$ cat src/hw/rtl/dtpq_ram.sv
// Generic single-write, single-read synchronous RAM with registered read data.
module dtpq_ram #(
   parameter int WIDTH = 8,
   parameter int DEPTH = 16
) (
   input  logic                     clock,
   input  logic                     we,
   input  logic [$clog2(DEPTH)-1:0] waddr,
   input  logic [WIDTH-1:0]         wdata,
   input  logic [$clog2(DEPTH)-1:0] raddr,
   output logic [WIDTH-1:0]         rdata
);

   logic [WIDTH-1:0] mem [DEPTH];
   logic [WIDTH-1:0] rdata_ff;

   // Write port and registered read port.
   always_ff @(posedge clock) begin
      if (we) begin
         mem[waddr] <= wdata;
      end
      rdata_ff <= mem[raddr];
   end

   assign rdata = rdata_ff;

endmodule
$ cat config.mk
export PLATFORM = sky130hd
export DESIGN_NAME = dtpq_ram
export DESIGN_NICKNAME = d
export VERILOG_FILES = /design/src/hw/rtl/dtpq_ram.sv
export SDC_FILE = /design/constraint.sdc
export NUM_CORES = 1
export LEC_CHECK = 0
export ABC_AREA = 1
export BUFFER_PORTS_ARGS = -buffer_cell sky130_fd_sc_hd__clkbuf_2
export CAP_MARGIN = 10
export CORE_ASPECT_RATIO = 1.2
export CORE_MARGIN = 4
export CORE_UTILIZATION = 46
export DETAILED_ROUTE_END_ITERATION = 8
export PLACE_DENSITY = 0.58
export SYNTH_ARGS = -nofsm -noshare
export SYNTH_HDL_FRONTEND = slang
export SYNTH_SLANG_ARGS = --single-unit
export TNS_END_PERCENT = 10
$ cat constraint.sdc
create_clock -name clock -period 2 [get_ports clock]
set_input_delay 0 -clock clock [delete_from_list [all_inputs] [get_ports clock]]
set_output_delay 0 -clock clock [all_outputs]
set_load 0.01 [all_outputs]
==> impl_metrics.py <==
metrics = {
    "grt": {
        "grt_pass1_wl_mm": 20.4,
        "grtUsageMet1_pct": 25.4,
        "grt_overflow_total": 0,
        "antenna_found_initial": 0,
        "use_met3_pct": 5.01,
        "grt_max_degree": 34,
        "grt_pass1_vias": 3720,
        "grt_usage_pct": 19.7,
        "grt_use_met2_pct": 33.6,
        "busiest_layer": "met2",
    },
    "die": {
        "initial_core_util_pct": 47.4,
        "fp.dieW_um": 110,
        "std_cell_rows": 44,
        "core_area_mm2": 0.0122,
        "pin_count": 26,
        "fp.dieH_um": 131,
        "die-area_mm2": 0.0144,
    },
    "synth": {
        "yosysTopAreaCell": "edfxtp_1",
        "synth_cells": 551,
        "synth.area.mux_share_pct": 0,
        "synth_async_sr_flop_share_pct": 0,
        "synthDistinctLibCells": 12,
        "synth_xor_area_share_pct": 0,
        "synth_seq_cells": 136,
        "synth_nets": 569,
        "synth-simple-area-share_pct": 21.0,
        "avgSynthCellArea_um2": 10.5,
        "synth-main-ff-cell": "edfxtp_1",
        "synth_top_cells_by_area": "edfxtp_1, nand2_1, nand3_1",
        "ys_warn_count": 0,
        "synth_top_area_share_pct": 66.7,
        "synth_top_family_by_area": "simple AND/OR/NAND/NOR gates",
        "syn-cell-area_mm2": 0.00577,
        "yosys-top-cells-count": "nand2_1, edfxtp_1, inv_1",
        "seq_area_frac_synth_pct": 69.4,
        "yosysMostFrequentCell": "nand2_1",
        "synth_fa_ha_area_share_pct": 0,
        "synth-edff-count": 128,
        "synth_compound_area_share_pct": 0,
    },
    "timing": {
        "finalHoldViolCount": 0,
        "relSlewSlack_pct": 49.0,
        "tightest_slew_ns": 0.762,
        "period_share_pct": 50.3,
        "hold_slack_ns": 0.0767,
        "max_freq_ghz": 0.994,
        "rsz0062_at_grt": "no",
        "setup-tns-final_ns": 0,
        "setup_viol": 0,
        "setup_slack_ns": 0.994,
        "skew_ns": 0.00703,
        "slew_viol_final": 0,
        "min_period_ns": 1.01,
    },
    "status": {
        "status": "complete, no violations",
    },
    "drt": {
        "routed_wl_mm": 12.9,
        "drtPass1Iterations": 4,
        "num_vias": 3707,
        "drtIter0Drc": 296,
        "drt-wirelength-per-cell_um": 16.9,
        "vias_per_cell": 4.85,
        "drc": 0,
        "drtAntennaViolNets": 0,
    },
    "setup_path": {
        "end_kind": "flop",
        "crit_fanout": 1,
        "r2r_cells": 6,
        "worstPathArrival_ns": 1.31,
        "required_ns": 2.31,
        "critPathKind": "flop to flop",
        "startpoint_type": "flop",
    },
    "clock_tree": {
        "clock-root-buffer": "clkbuf_16",
        "cts_tree": "built",
        "ctsHoldBuffers": 1,
        "htree_levels": 4,
        "cts_resized": 0,
        "post-cts-setup-buffers": 0,
        "clk_latency_ns": 0.41,
        "cts_made_buffers": 17,
        "clock-sinks": 136,
        "clockBufferDepth": 2,
        "path_clk_slew_ns": 0.06,
    },
    "finish": {
        "drive_above_1_share_pct": 12.4,
        "instances_no_fill": 764,
        "antenna_cells": 0,
        "regArea_mm2": 0.00400,
        "area_growth_pct": 16.2,
        "finalNetCount": 608,
        "multi_input_area_mm2": 0.00121,
        "fillerInstances": 1048,
    },
    "placement": {
        "dp.cells": 731,
        "place_ws_ns": 0.682,
        "gp_congestion": 0.796,
        "dpl.hpwl_mm": 7.90,
        "portBuffers": 25,
    },
    "power_and_ir_drop": {
        "p_leak_nw": 2.93,
        "power_mw": 6.87,
        "power-per-cell-area_mw_per_mm2": 1030,
        "ir_worst_vdd_v": 0.000573,
    },
    "min_path": {
        "hp-class": "input pin to flop",
        "hold_path_depth": 1,
    },
    "flow_run": {
        "cap_viol_max_count": 0,
    },
}
cell usage in the layout, fill, tap and decap left out:
cell type / netlist / layout
clkbuf_1: 0 / 2
dfxtp_1: 8 / 8
bufinv_16: 0 / 3
clkinv_2: 0 / 3
clkbuf_8: 0 / 6
clkinvlp_4: 0 / 1
inv_2: 2 / 2
edfxtp_1: 128 / 128
dlygate4sd3_1: 0 / 1
nand2_1: 173 / 173
nor2_1: 17 / 17
nand3b_1: 2 / 2
clkbuf_2: 0 / 25
clkbuf_16: 0 / 17
buf_4: 4 / 18
nand3_1: 97 / 97
inv_1: 100 / 100
metal layers:
metal / up-vias / share of wire [%]
met1: 1773 / 44
met3: 11 / 4.4
met2: 76 / 51
met5: - / 0
li1: 1847 / -
met4: 0 / 0.82
per-stage QoR:
step / area [um^2] / util [%]
2_1_floorplan: 5770 / -
3_3_place_gp: 6060 / 49.8
3_5_place_dp: 6060 / 49.8
4_1_cts: 6700 / 55.1
5_1_grt: 6700 / 55.1
6_report: 6700 / 55.1
logic make-up (layout without fill, tap and decap cells):
family / count (synthesis) / in the layout
and+or+nand+nor: 289 / 289
buffers and inverters: 126 / 178
DFF: 136 / 136
worst max-delay path, stage by stage (launching register included):
cell and delay, ns:
edfxtp_1 0.36, inv_1 0.06, nand2_1 0.04, nand3_1 0.10, nand3_1 0.12, nand3_1 0.14, nand2_1 0.07
area by class of cell:
class | count | area share, %
Inverter | 102 | 5.71
Timing Repair Buffer | 44 | 4.03
Multi-Input combinational cell | 289 | 18.1
Sequential cell | 136 | 59.8
Clock inverter | 7 | 1.68
Tap cell | 161 | 3.01
Clock buffer | 25 | 7.69
worst paths after layout:
| path | start | end | slack, ns |
|---|---|---|---|
| max reg2reg | mem[1][0]$_DFFE_PP_ | rdata[0]$_DFF_P_ | 0.99 |
| min | wdata[7] | mem[0][7]$_DFFE_PP_ | 0.08 |
| min reg2reg | mem[14][4]$_DFFE_PP_ | rdata[4]$_DFF_P_ | 0.67 |
| max | mem[1][0]$_DFFE_PP_ | rdata[0]$_DFF_P_ | 0.99 |
power by group:
group | switching (mW) | total, mW | internal [mW]
clock | 1.13 | 3.28 | 2.15
combinational | 0.275 | 0.386 | 0.112
sequential | 0.0191 | 3.21 | 3.19
state kept, by name, indices dropped and copies added (netlist names):
name	flops
rdata	8
mem	128
(Power assumes the default switching activity.)
